--- config.mk ---
export PLATFORM = sky130hd
export DESIGN_NAME = chunk_frame_reassembly_tracker_core
export DESIGN_NICKNAME = d
export VERILOG_FILES = /design/src/rtl/cfrt_pkg.sv /design/src/rtl/cfrt_stats.sv /design/src/rtl/chunk_frame_reassembly_tracker_core.sv
export SDC_FILE = /design/constraint.sdc
export NUM_CORES = 2
export LEC_CHECK = 0
export ABC_CLOCK_PERIOD_IN_PS = 22000
export BUFFER_PORTS_ARGS = -buffer_cell sky130_fd_sc_hd__buf_2
export CORE_MARGIN = 2
export CORE_UTILIZATION = 40
export CTS_BUF_LIST = sky130_fd_sc_hd__clkbuf_4
export CTS_CLUSTER_DIAMETER = 30
export DETAILED_ROUTE_END_ITERATION = 10
export SYNTH_ARGS = -nofsm -noshare
export SYNTH_HDL_FRONTEND = slang
export SYNTH_SLANG_ARGS = --single-unit
--- constraint.sdc ---
create_clock -name clk_i -period 22 [get_ports clk_i]
set_clock_uncertainty 0.05 [all_clocks]
set_input_delay 2.2 -clock clk_i [delete_from_list [all_inputs] [get_ports clk_i]]
set_output_delay 2.2 -clock clk_i [all_outputs]
set_load 0.01 [all_outputs]
--- src/rtl/cfrt_pkg.sv ---
// ----------------------------------------------------------------------------
// cfrt_pkg
// Shared types and constants of the chunk frame reassembly tracker.
// ----------------------------------------------------------------------------
`default_nettype none
package cfrt_pkg;
  localparam int unsigned MaxFrames   = 8;
  localparam int unsigned MaxChunks   = 128;
  localparam int unsigned HeaderBytes = 10;
  localparam int unsigned SlotW       = $clog2(MaxFrames);
  localparam int unsigned CntW        = $clog2(MaxFrames + 1);
  localparam int unsigned ChunkW      = $clog2(MaxChunks);
  localparam int unsigned UniqW       = $clog2(MaxChunks + 1);

  typedef enum logic [1:0] {
    EvInvalid  = 2'd0,
    EvRecorded = 2'd1,
    EvDup      = 2'd2,
    EvComplete = 2'd3
  } event_e;

  typedef enum logic {
    CfgTimeout = 1'b0,
    CfgLimit   = 1'b1
  } cfg_idx_e;

  // One table entry as held in the entry memory.
  typedef struct packed {
    logic [15:0]          frame_id;
    logic [15:0]          expected;
    logic [31:0]          last_seen;
    logic [MaxChunks-1:0] chunk_map;
    logic [UniqW-1:0]     unique_cnt;
  } entry_t;

  // Counter increments requested by the control unit.
  typedef struct packed {
    logic        packet;
    logic [15:0] bytes;
    logic        invalid;
    logic        dup;
    logic        complete;
    logic        incomplete;
    logic [16:0] missing;
    logic        evicted;
    logic        peak_chk;
  } stat_upd_t;
endpackage
`default_nettype wire

--- src/rtl/cfrt_stats.sv ---
// ----------------------------------------------------------------------------
// cfrt_stats
// Saturating statistics counters.
// ----------------------------------------------------------------------------
`default_nettype none
module cfrt_stats (
  input  wire logic                      clk_i,
  input  wire logic                      rst_ni,
  input  wire cfrt_pkg::stat_upd_t       upd_i,
  input  wire logic [cfrt_pkg::CntW-1:0] in_flight_i,
  output logic [31:0]                    packet_o,
  output logic [47:0]                    byte_o,
  output logic [31:0]                    invalid_o,
  output logic [31:0]                    dup_o,
  output logic [31:0]                    complete_o,
  output logic [31:0]                    incomplete_o,
  output logic [31:0]                    missing_o,
  output logic [31:0]                    evicted_o,
  output logic [cfrt_pkg::CntW-1:0]      peak_o
);
  import cfrt_pkg::*;

  function automatic logic [31:0] sat32(logic [31:0] a, logic [16:0] b);
    logic [32:0] s;
    s = {1'b0, a} + {16'd0, b};
    return s[32] ? 32'hFFFF_FFFF : s[31:0];
  endfunction

  logic [48:0] byte_sum;
  assign byte_sum = {1'b0, byte_o} + {33'd0, upd_i.bytes};

  always_ff @(posedge clk_i or negedge rst_ni) begin
    if (!rst_ni) begin
      packet_o <= '0; byte_o <= '0; invalid_o <= '0; dup_o <= '0;
      complete_o <= '0; incomplete_o <= '0; missing_o <= '0; evicted_o <= '0;
      peak_o <= '0;
    end else begin
      packet_o     <= sat32(packet_o, {16'd0, upd_i.packet});
      byte_o       <= byte_sum[48] ? '1 : byte_sum[47:0];
      invalid_o    <= sat32(invalid_o, {16'd0, upd_i.invalid});
      dup_o        <= sat32(dup_o, {16'd0, upd_i.dup});
      complete_o   <= sat32(complete_o, {16'd0, upd_i.complete});
      incomplete_o <= sat32(incomplete_o, {16'd0, upd_i.incomplete});
      missing_o    <= sat32(missing_o, upd_i.missing);
      evicted_o    <= sat32(evicted_o, {16'd0, upd_i.evicted});
      if (upd_i.peak_chk && in_flight_i > peak_o) begin
        peak_o <= in_flight_i;
      end
    end
  end
endmodule
`default_nettype wire

--- src/rtl/chunk_frame_reassembly_tracker_core.sv ---
// ----------------------------------------------------------------------------
// chunk_frame_reassembly_tracker_core
// Tracks reassembly of chunked frames over an eight-entry table.
// ----------------------------------------------------------------------------
// One chunk header is handled at a time. A valid header walks the entry
// memory once, one slot per cycle (timeout retire and lookup). It then does a
// read-modify-write of the hit or newly allocated slot. An eviction on a full
// table adds an oldest search and the evict, and each eviction down to the
// limit adds an oldest search, evict and recheck. An invalid header goes
// straight to the output. The entry memory, read one slot a cycle, sets the
// length of the walk.
// The result sits in an output register and the next transaction is taken
// once it has been handed over.
`default_nettype none
module chunk_frame_reassembly_tracker_core (
  input  wire logic        clk_i,
  input  wire logic        rst_ni,
  input  wire logic        in_valid_i,
  output logic             in_ready_o,
  input  wire logic [15:0] packet_length_i,
  input  wire logic [15:0] frame_id_i,
  input  wire logic [15:0] chunk_index_i,
  input  wire logic [15:0] total_chunks_i,
  input  wire logic [31:0] now_ms_i,
  output logic             out_valid_o,
  input  wire logic        out_ready_i,
  output logic [1:0]       event_res_o,
  output logic [31:0]      packet_total_o,
  output logic [47:0]      byte_total_o,
  output logic [31:0]      invalid_total_o,
  output logic [31:0]      duplicate_total_o,
  output logic [31:0]      completed_total_o,
  output logic [31:0]      incomplete_total_o,
  output logic [31:0]      missing_total_o,
  output logic [31:0]      evicted_total_o,
  output logic [3:0]       in_flight_o,
  output logic [3:0]       peak_in_flight_o,
  input  wire logic        cfg_valid_i,
  output logic             cfg_ready_o,
  input  wire logic [0:0]  cfg_index_i,
  input  wire logic [31:0] cfg_data_i
);
  import cfrt_pkg::*;

  typedef enum logic [7:0] {
    StIdle   = 8'b0000_0001,
    StScan   = 8'b0000_0010, // retire timed-out slots, look up frame id
    StDecide = 8'b0000_0100,
    StRmw    = 8'b0000_1000, // read selected slot, then write it back
    StOld    = 8'b0001_0000, // search oldest valid slot
    StEvict  = 8'b0010_0000,
    StStat   = 8'b0100_0000,
    StOut    = 8'b1000_0000
  } state_e;

  state_e state_q, state_d;

  // Entry memory: synchronous read, one slot per cycle.
  entry_t mem [MaxFrames];
  entry_t rd_q;
  logic   we;
  logic [SlotW-1:0] waddr, raddr;
  entry_t wdata;
  always_ff @(posedge clk_i) begin
    if (we) mem[waddr] <= wdata;
    rd_q <= mem[raddr];
  end

  logic [MaxFrames-1:0] valid_q, valid_d;
  logic [30:0] timeout_q;
  logic [3:0]  limit_q;

  // Captured transaction.
  logic [15:0] fid_q, idx_q;
  logic [31:0] now_q;
  logic [16:0] exp_q;

  logic [SlotW:0]   ptr_q, ptr_d;   // read pointer, one beyond the data in rd_q
  logic [SlotW-1:0] hit_q, hit_d, slot_q, slot_d, old_q, old_d;
  logic             hitv_q, hitv_d, oldv_q, oldv_d, alloc_q, alloc_d;
  logic [31:0]      oage_q, oage_d;
  logic [15:0]      ofid_q, ofid_d;
  logic [1:0]       ev_q, ev_d;
  stat_upd_t        upd;
  logic [CntW-1:0]  nvalid;
  logic [SlotW-1:0] rslot;
  logic [31:0]      age;
  logic [16:0]      limit;
  logic [16:0]      miss;
  logic [SlotW-1:0] free_slot;
  logic             free_any;

  assign rslot = ptr_q[SlotW-1:0] - 1'b1;
  assign age   = now_q - rd_q.last_seen;
  assign limit = (limit_q == 4'd0 || limit_q > 4'(MaxFrames)) ? 17'(MaxFrames) :
                 {13'd0, limit_q};
  assign miss  = ({1'b0, rd_q.expected} > 17'(rd_q.unique_cnt)) ?
                 {1'b0, rd_q.expected} - 17'(rd_q.unique_cnt) : '0;

  always_comb begin
    nvalid = '0;
    for (int i = 0; i < MaxFrames; i++) nvalid = nvalid + CntW'(valid_q[i]);
    free_any  = 1'b0;
    free_slot = '0;
    for (int i = MaxFrames - 1; i >= 0; i--) begin
      if (!valid_q[i]) begin
        free_any = 1'b1; free_slot = SlotW'(i);
      end
    end
  end

  assign in_ready_o  = (state_q == StIdle);
  assign cfg_ready_o = (state_q == StIdle);
  assign out_valid_o = (state_q == StOut);

  always_ff @(posedge clk_i or negedge rst_ni) begin
    if (!rst_ni) begin
      timeout_q <= '0; limit_q <= '0;
    end else if (cfg_valid_i && cfg_ready_o) begin
      unique case (cfg_idx_e'(cfg_index_i))
        CfgTimeout: timeout_q <= cfg_data_i[30:0];
        CfgLimit:   limit_q   <= cfg_data_i[3:0];
        default:    ;
      endcase
    end
  end

  always_ff @(posedge clk_i) begin
    if (in_valid_i && in_ready_o) begin
      fid_q <= frame_id_i; idx_q <= chunk_index_i; now_q <= now_ms_i;
      exp_q <= ({1'b0, chunk_index_i} + 17'd1 > {1'b0, total_chunks_i}) ?
               {1'b0, chunk_index_i} + 17'd1 : {1'b0, total_chunks_i};
    end
  end

  always_comb begin
    state_d = state_q; ptr_d = ptr_q; valid_d = valid_q;
    hit_d = hit_q; hitv_d = hitv_q; slot_d = slot_q; alloc_d = alloc_q;
    old_d = old_q; oldv_d = oldv_q; oage_d = oage_q; ofid_d = ofid_q; ev_d = ev_q;
    upd = '0; we = 1'b0; waddr = slot_q; wdata = rd_q; raddr = ptr_q[SlotW-1:0];
    unique case (state_q)
      StIdle: begin
        ptr_d = '0; raddr = '0;
        if (in_valid_i) begin
          upd.packet = 1'b1; upd.bytes = packet_length_i;
          hitv_d = 1'b0; ev_d = EvInvalid;
          if (packet_length_i < 16'(HeaderBytes) || chunk_index_i >= 16'(MaxChunks)) begin
            upd.invalid = 1'b1; state_d = StOut;
          end else begin
            ptr_d = (SlotW+1)'(1); state_d = StScan;
          end
        end
      end
      StScan: begin
        // rd_q holds slot ptr_q-1
        if (valid_q[rslot]) begin
          if (timeout_q != '0 && age > {1'b0, timeout_q}) begin
            valid_d[rslot] = 1'b0; upd.incomplete = 1'b1; upd.missing = miss;
          end else if (rd_q.frame_id == fid_q && !hitv_q) begin
            hitv_d = 1'b1; hit_d = rslot;
          end
        end
        if (ptr_q == (SlotW+1)'(MaxFrames)) state_d = StDecide;
        else ptr_d = ptr_q + 1'b1;
      end
      StDecide: begin
        alloc_d = 1'b0;
        if (hitv_q) begin
          slot_d = hit_q; raddr = hit_q; state_d = StRmw;
        end else if (free_any) begin
          slot_d = free_slot; alloc_d = 1'b1; raddr = free_slot; state_d = StRmw;
        end else if (exp_q <= 17'd1) begin
          upd.complete = 1'b1; ev_d = EvComplete; state_d = StStat;
        end else begin
          // full table: find oldest, new frame competes with age 0
          alloc_d = 1'b1; oldv_d = 1'b0; raddr = '0; ptr_d = (SlotW+1)'(1);
          state_d = StOld;
        end
      end
      StRmw: begin
        wdata = rd_q;
        if (alloc_q) begin
          wdata.frame_id = fid_q; wdata.expected = exp_q[15:0];
          wdata.chunk_map = '0; wdata.unique_cnt = '0;
          valid_d[slot_q] = 1'b1;
        end else if (exp_q > {1'b0, rd_q.expected}) begin
          wdata.expected = exp_q[15:0];
        end
        wdata.last_seen = now_q;
        if (wdata.chunk_map[idx_q[ChunkW-1:0]]) begin
          upd.dup = 1'b1; ev_d = EvDup;
        end else begin
          wdata.chunk_map[idx_q[ChunkW-1:0]] = 1'b1;
          wdata.unique_cnt = wdata.unique_cnt + 1'b1;
          ev_d = EvRecorded;
        end
        if (17'(wdata.unique_cnt) >= {1'b0, wdata.expected}) begin
          upd.complete = 1'b1; ev_d = EvComplete; valid_d[slot_q] = 1'b0;
        end
        we = 1'b1; waddr = slot_q;
        state_d = StStat;
      end
      StOld: begin
        if (valid_q[rslot]) begin
          if (!oldv_q || age > oage_q || (age == oage_q && rd_q.frame_id < ofid_q)) begin
            oldv_d = 1'b1; old_d = rslot; oage_d = age; ofid_d = rd_q.frame_id;
          end
        end
        if (ptr_q == (SlotW+1)'(MaxFrames)) begin
          raddr = old_d; state_d = StEvict;
        end else ptr_d = ptr_q + 1'b1;
      end
      StEvict: begin
        // rd_q holds the oldest slot
        if (alloc_q && oage_q == '0 && fid_q < ofid_q) begin
          upd.incomplete = 1'b1; upd.evicted = 1'b1; upd.missing = exp_q - 17'd1;
          ev_d = EvRecorded; alloc_d = 1'b0; state_d = StStat;
        end else begin
          upd.incomplete = 1'b1; upd.evicted = 1'b1; upd.missing = miss;
          valid_d[old_q] = 1'b0;
          if (alloc_q) begin
            slot_d = old_q; raddr = old_q; state_d = StRmw;
          end else state_d = StStat;
        end
      end
      StStat: begin
        // shrink to limit, else finish
        if (17'(nvalid) > limit) begin
          alloc_d = 1'b0; oldv_d = 1'b0; raddr = '0; ptr_d = (SlotW+1)'(1);
          state_d = StOld;
        end else begin
          upd.peak_chk = 1'b1; state_d = StOut;
        end
      end
      StOut: begin
        if (out_ready_i) state_d = StIdle;
      end
      default: state_d = StIdle;
    endcase
  end

  always_ff @(posedge clk_i or negedge rst_ni) begin
    if (!rst_ni) begin
      state_q <= StIdle; valid_q <= '0; ptr_q <= '0; hitv_q <= 1'b0;
      oldv_q <= 1'b0; alloc_q <= 1'b0; ev_q <= EvInvalid;
    end else begin
      state_q <= state_d; valid_q <= valid_d; ptr_q <= ptr_d; hitv_q <= hitv_d;
      oldv_q <= oldv_d; alloc_q <= alloc_d; ev_q <= ev_d;
    end
  end

  always_ff @(posedge clk_i) begin
    hit_q <= hit_d; slot_q <= slot_d; old_q <= old_d; oage_q <= oage_d;
    ofid_q <= ofid_d;
  end

  logic [CntW-1:0] peak;
  cfrt_stats u_stats (
    .clk_i, .rst_ni, .upd_i(upd), .in_flight_i(nvalid),
    .packet_o(packet_total_o), .byte_o(byte_total_o), .invalid_o(invalid_total_o),
    .dup_o(duplicate_total_o), .complete_o(completed_total_o),
    .incomplete_o(incomplete_total_o), .missing_o(missing_total_o),
    .evicted_o(evicted_total_o), .peak_o(peak)
  );

  assign event_res_o      = ev_q;
  assign in_flight_o      = 4'(nvalid);
  assign peak_in_flight_o = 4'(peak);

  // An invalid header leaves the table alone, so only valid ones end within the limit.
  a_out_limit: assert property (@(posedge clk_i) disable iff (!rst_ni)
    (state_q == StOut && ev_q != EvInvalid) |-> 17'(nvalid) <= limit)
    else $error("table holds more frames than the limit");
  a_peak: assert property (@(posedge clk_i) disable iff (!rst_ni)
    state_q == StOut |-> peak >= nvalid)
    else $error("peak below in-flight count");
  a_cfg_idle: assert property (@(posedge clk_i) disable iff (!rst_ni)
    cfg_ready_o |-> in_ready_o)
    else $error("configuration taken while busy");
endmodule
`default_nettype wire

; After elaboration in Yosys (flattened, before gate mapping)
; Memories as Yosys holds them, arrays and structs flattened. A register that Yosys moved wholly into a read port is not among the register bits.
; Cells that the tools add are included.
[totals]
regBits = 465
latchBits = 0
mem_bits_rw = 1600
mem_bits_ro = 0
input_bits = 134
output_inout_bits = 285
elab_cells = 290
memories = 1
[memory_table]
columns = name, words, width, rd, rd_clocked_by_memory_dff, write_ports, line
row1 = mem, 8, 200, 1, 1, 1, chunk_frame_reassembly_tracker_core.sv:59  ; entry_t mem [MaxFrames];
[op_classes]
add_sub_neg = 22
n_mul = 0
div_mod_pow = 0
n_lt_le_gt_ge = 22
n_eq_ne = 31
n_shift = 0
mux = 135
bitwise = 10
reduce_logical = 41
[op_table]
columns = op, count
row1 = two-way mux 136 bit, 4
row2 = two-way mux 32 bit, 7
row3 = two-way mux 200 bit, 1
row4 = adder 32 x 1 -> 33 bit, 6
row5 = OR 128 bit, 1
row6 = two-way mux 8 bit, 15
row7 = two-way mux 18 bit, 5
row8 = two-way mux 16 bit, 5
row9 = one-hot mux 8 bit (8 select lines), 1
row10 = two-way mux 3 bit, 21
row11 = adder 48 x 16 -> 49 bit, 1
row12 = two-way mux 48 bit, 1
row13 = two-way mux 1 bit, 43
row14 = "inequality test 2 bit, second input constant", 18
row15 = one-hot mux 18 bit (2 select lines), 1
row16 = greater-than comparator 17 x 16 -> 1 bit, 2
row17 = adder 32 x 17 -> 33 bit, 1
row18 = equality test 32 bit, 1
row19 = greater-than comparator 32 x 31 -> 1 bit, 1
row20 = greater-than comparator 32 bit, 1
row21 = zero test 32 bit, 1
row22 = less-than comparator 16 bit, 2
row23 = subtractor 32 bit, 1
row24 = nonzero test 31 bit, 1
row25 = 66 further kinds, 120

; Logic depth before layout (Yosys ltp)
[logic_depth]
ltp_word = 13
ltp_mapped = 40

; Hierarchy
; A second synthesis with hierarchy kept.
[hier_totals]
hier_cells = 6798
area_unflattened_um2 = 98612.1
[modules_own_cells]
columns = mod, n_inst, cells_per_inst, area_each_um2
row1 = chunk_frame_reassembly_tracker_core, 1, 5275, 84020.6
row2 = cfrt_stats, 1, 1523, 14591.5

; Least setup slack after synthesis
; Ideal clock, no wire load.
[synth_path]
path_type = reg-to-reg
start = register state_q[5]
end = memory mem[3][0] (netlist name), enable pin
setup_ps = 1005
arrival_time_ps = 15241
required_ps = 20945
setup_slack_ps = 5704
path_stages_with_launch = 8
synth_period_minus_slack_ps = 16296
path_cell_list = dfrtp_1 > nor3_1 > nand2_1 > nor2_1 > nand3b_1 > clkbuf_1 > buf_1 > nor3_1
[synth_via]
elab_chain_len = 4
[synth_lines]
columns = item, line
row1 = "start, declared", chunk_frame_reassembly_tracker_core.sv:56  ; state_e state_q, state_d;
row2 = "start signal, assigned", chunk_frame_reassembly_tracker_core.sv:247  ; state_q <= state_d; valid_q <= valid_d; ptr_q <= ptr_d; hitv_q <= hitv_d;
row3 = equality test 8 x 4 -> 1 bit, chunk_frame_reassembly_tracker_core.sv:141  ; unique case (state_q)
row4 = two-way mux 1 bit, chunk_frame_reassembly_tracker_core.sv:141
row5 = two-way mux 1 bit, chunk_frame_reassembly_tracker_core.sv:65  ; if (we) mem[waddr] <= wdata;
row6 = two-way mux 1 bit (not written as such), chunk_frame_reassembly_tracker_core.sv:65
row7 = "end, declared", chunk_frame_reassembly_tracker_core.sv:59
; Every way passes these cells.

; Worst setup path after layout
[layout_path]
start = register now_q[0]
end = register, netlist name rd_q[119]
[layout_via]
elab_chain_len = 8
word_cells_on_any_way = 10
cone_classes = add/sub: 1 / order compare: 1 / eq/ne: 1 / mux: 4 / reduce/logical: 3
[layout_lines]
columns = item, line
row1 = "start, declared", chunk_frame_reassembly_tracker_core.sv:75  ; logic [31:0] now_q;
row2 = "start signal, assigned", chunk_frame_reassembly_tracker_core.sv:130  ; fid_q <= frame_id_i; idx_q <= chunk_index_i; now_q <= now_ms_i;
row3 = subtractor 32 bit (*), chunk_frame_reassembly_tracker_core.sv:94  ; assign age = now_q - rd_q.last_seen;
row4 = net age[30], chunk_frame_reassembly_tracker_core.sv:87  ; logic [31:0] age;
row5 = greater-than comparator 32 bit / equality test 32 bit (equally long branches), chunk_frame_reassembly_tracker_core.sv:205  ; if (!oldv_q || age > oage_q || (age == oage_q && rd_q.frame_id < ofid_q)) begin
row6 = logical OR 1 bit / logical AND 1 bit (equally long branches), chunk_frame_reassembly_tracker_core.sv:205
row7 = logical OR 1 bit (*), chunk_frame_reassembly_tracker_core.sv:205
row8 = two-way mux 3 bit (*), chunk_frame_reassembly_tracker_core.sv:205
row9 = two-way mux 3 bit (*), chunk_frame_reassembly_tracker_core.sv:204  ; if (valid_q[rslot]) begin
row10 = two-way mux 3 bit (*), chunk_frame_reassembly_tracker_core.sv:209  ; if (ptr_q == (SlotW+1)'(MaxFrames)) begin
row11 = one-hot mux 3 bit (5 select lines) (*), chunk_frame_reassembly_tracker_core.sv:141
; The timed path passes the listed nets; every way through them passes the cells marked *.
; A chain may end at the register's enable or synchronous reset.

==> qor_table.md <==
| Quantity | This run |
|---|---|
| CTS clock-pin slew for the worst setup and hold paths | 0.06 ns |
| Class of the most critical setup path | register to register |
| R2R setup slack | 10.86 ns |
| Post-synth top area share | 51.9% |
| Gate count of the mapped netlist | 6976 |
| Sum of overflow across all layers after global routing | 0 |
| Destination of the worst hold path | ofid_q[6] |
| Final ANT Viol Nets | 0 |
| Core area | 249000 sq um |
| Synth area leaders | edfxtp_1, mux2i_1, dfrtp_1, dfxtp_1, ha_1 |
| Leading cell type in the layout, fill and taps excluded | edfxtp_1 |
| Filler cells | 22416 |
| Number of synthesized flops with an enable pin | 1729 |
| Maximum number of pins on one net before global-route repair | 135 |
| Share of final-layout standard cells stronger than drive strength 1 | 22.0% |
| Peak Freq | 89.7 MHz |
| Final setup violating endpoints | 0 |
| Max VDD drop | 0.0620 mV |
| Final Max Slew Viols | 0 |
| Async SR Flop Fraction | 14.8% |
| Number of instances resized during post-cts repair | 0 |
| Largest incremental delay on the critical path | 0.95 ns |
| IO Pins | 419 |
| Final weighted congestion of routability-driven global placement | 0.875 |
| #FFs+latches synth | 2265 |
| Worst Reg2Reg Path Length in Cells | 29 |
| Final clock period utilization by the worst path | 50.7% |
| Mean cell area of the mapped netlist | 14.3 sq um |
| Fraction of the core area covered by cells at the end of the flow | 45.5% |
| Average routed wire per standard cell | 20.7 um |
| Number of buffer and inverter stages on the critical path | 5 |
| Initial antenna violation count | 20 |
| Cts-stage hold buffer count | 0 |
| Capturing point of the worst reg2reg path | rd_q[119] |
| Hold Path Depth | 0 |
| Critical Path Source Type | register |
| First-pass GRT wire length | 366000 um |
| Vias in the first global route | 61264 |
| Clock tree sinks | 2265 |
| Min Clock Period, post-route | 11.14 ns |
| DRC violations left | 0 |
| Critical Path Sink Type | register |
| Insertion delay of the later-clocked pin in the worst-skew pair | 1.36 ns |
| Critical register-to-register path startpoint | now_q[0] |
| Buffer type at the clock tree root | clkbuf_4 |
| Vias/cell | 5.18 |
| Highest fanout seen on the critical path | 134 |
| H-tree levels | 6 |
| Signed area change from the synthesized netlist to the final layout | 13.0% |
| Die outline height | 504 um |
| Overall die width | 504 um |
| Maxcap violations | 0 |
| Initial standard-cell utilization of the core | 40.2% |
| Initial drt markers | 4160 |
| Tightest Hold Check Type | register to register |
| Total half-perimeter wirelength after legalization and detailed placement | 140000 um |
| Total die area | 254000 sq um |
| Delay-heaviest family, CP | buffers and inverters |
| Yosys warning total | 0 |
| Worst-Margin Slew | 1.17 ns |
| Setup TNS | 0 ns |
| Buffer depth of the longest clock path | 4 |
| Most used DFF post-synth | edfxtp_1 |
| Cell variety after synth | 95 |
| Cell Pwr Density | 84.1 nW/um^2 |
| Net count after synthesis | 7353 |
| Cell area after synthesis | 100000 sq um |
| Clock tree from TritonCTS | yes |
| RSZ-0062 raised after global routing | no |
| Postcts setup bufs | 0 |
| DR vias | 60414 |
| Leakage power figure | 51.8 nW |
| Clock buffers created by TritonCTS | 632 |
| Post-synthesis sequential area ratio | 64.3% |
| Routed WL | 242000 um |
| Final hold violation count | 0 |
| Buffers on Ports | 417 |
| Arr. time, crit path | 12.28 ns |
| Synth area leader | edfxtp_1 |
| Beginning of the worst hold path | rd_q[190] |
| Commonest cells after routing, fill and taps aside | edfxtp_1, mux2i_1, clkbuf_4 |
| Remaining max-slew budget at the tightest pin | 22.0% |
| Required time reported for the critical path endpoint | 23.14 ns |
| Number of detailed-route iterations in the first pass | 6 |
| Run status | finished, final reports clean |
| Global-route total usage across every layer | 18.5% |
| Fin nets | 8207 |
| Core Rows | 183 |
| Worst-path cell with the longest stage delay | buf_4 |
==> layer usage <==
metal,track usage (%),part of all wire [%],wire length (um),vias to the layer above
li1,-,-,-,28171
met1,24.9,45,109000,30100
met2,30.0,47,114000,1712
met3,3.81,5.6,13500,415
met4,5.61,2.1,4980,16
met5,0,0.14,335,-
==> layout make-up <==
class                      count  area, sq um  area share, %
clock inverter               186         1280           1.13
timing repair buffer         491         2790           2.47
multi-input combinational   4213        32600           28.8
tap                         3330         4170           3.68
sequential                  2265        64300           56.9
antenna                        9         22.5         0.0199
clock buffer                 942         7070           6.25
inverter                     227          855          0.756
==> power by group <==
| part | leakage, nW | switching, mW | internal, mW | total [mW] |
|---|---|---|---|---|
| clock network | 4.95 | 1.75 | 2.17 | 3.92 |
| logic | 25.1 | 0.519 | 0.317 | 0.836 |
| registers | 21.8 | 0.0893 | 4.67 | 4.76 |
| total | 51.8 | 2.35 | 7.16 | 9.51 |
==> through the flow <==
stage | std cells | total power [mW] | setup WS [ns] | area (sq um) | hold WS, ns
5_1_grt | 11657 | 9.98 | 10.20 | 113000 | 0.451
2_1_floorplan | 6976 | 5.36 | 5.70 | 100000 | 0.418
3_5_place_dp | 10526 | 5.68 | 10.74 | 105000 | 0.441
3_3_place_gp | 10526 | 5.67 | 10.81 | 105000 | 0.434
6_report | 11663 | 9.51 | 10.86 | 113000 | 0.452
4_1_cts | 11654 | 9.64 | 10.70 | 113000 | 0.434
==> worst register-to-register path, delay by kind of cell (launching register included) <==
family,cells,cell delay [ns]
compound gates,9,3.12
xor+xnor,1,0.18
fa+ha+maj,3,0.96
buf+inv,5,3.72
flops,1,0.32
mux,3,0.70
simple gates,8,1.99
==> synthesized netlist by cell type, types with 123 or more instances <==
master,count
nor2_1,200
edfxtp_1,1729
xnor2_1,123
o21ai_0,149
nand2_1,633
mux2i_1,1222
nand3_1,173
mux2_2,239
inv_1,220
dfrtp_1,335
ha_1,235
o21ai_1,196
a21oi_1,135
dfxtp_1,200
xor2_1,168
==> sequential cells by signal, indices dropped and copies added, names as in the netlist, 16 cells and up <==
name and flops:
mem 1600, rd_q 200, u_stats.byte_o 48, now_q 32, oage_q 32, u_stats.complete_o 32, u_stats.dup_o 32, u_stats.evicted_o 32
u_stats.incomplete_o 32, u_stats.invalid_o 32, u_stats.missing_o 32, u_stats.packet_o 32, timeout_q 31, exp_q 17, fid_q 16, ofid_q 16
==> logic make-up (layout without fill, tap and decap cells) <==
group | Yosys count | in the layout | synth area share (%)
other | 0 | 9 | 0
muxes | 1507 | 1507 | 15.7
xor gates and xnor gates | 291 | 291 | 2.55
buffers and inverters | 498 | 1846 | 3.32
AOI/OAI and AO/OA | 717 | 717 | 4.24
and+or+nand+nor | 1455 | 1455 | 6.83
adders and majority gates | 243 | 243 | 3.10
DFF | 2265 | 2265 | 64.3
==> how the worst max path moves through the flow <==
stage | start | end | slack, ns | cells after the start
floorplan | state_q[5] | mem[3][0] | 5.70 | 7
global placement | now_q[0] | rd_q[33] | 10.81 | 29
detailed placement | now_q[0] | rd_q[33] | 10.74 | 29
CTS | now_q[0] | rd_q[33] | 10.70 | 29
global route | now_q[0] | rd_q[122] | 10.20 | 29
finish | now_q[0] | rd_q[119] | 10.86 | 29
Power figures use the tool's default switching activity.
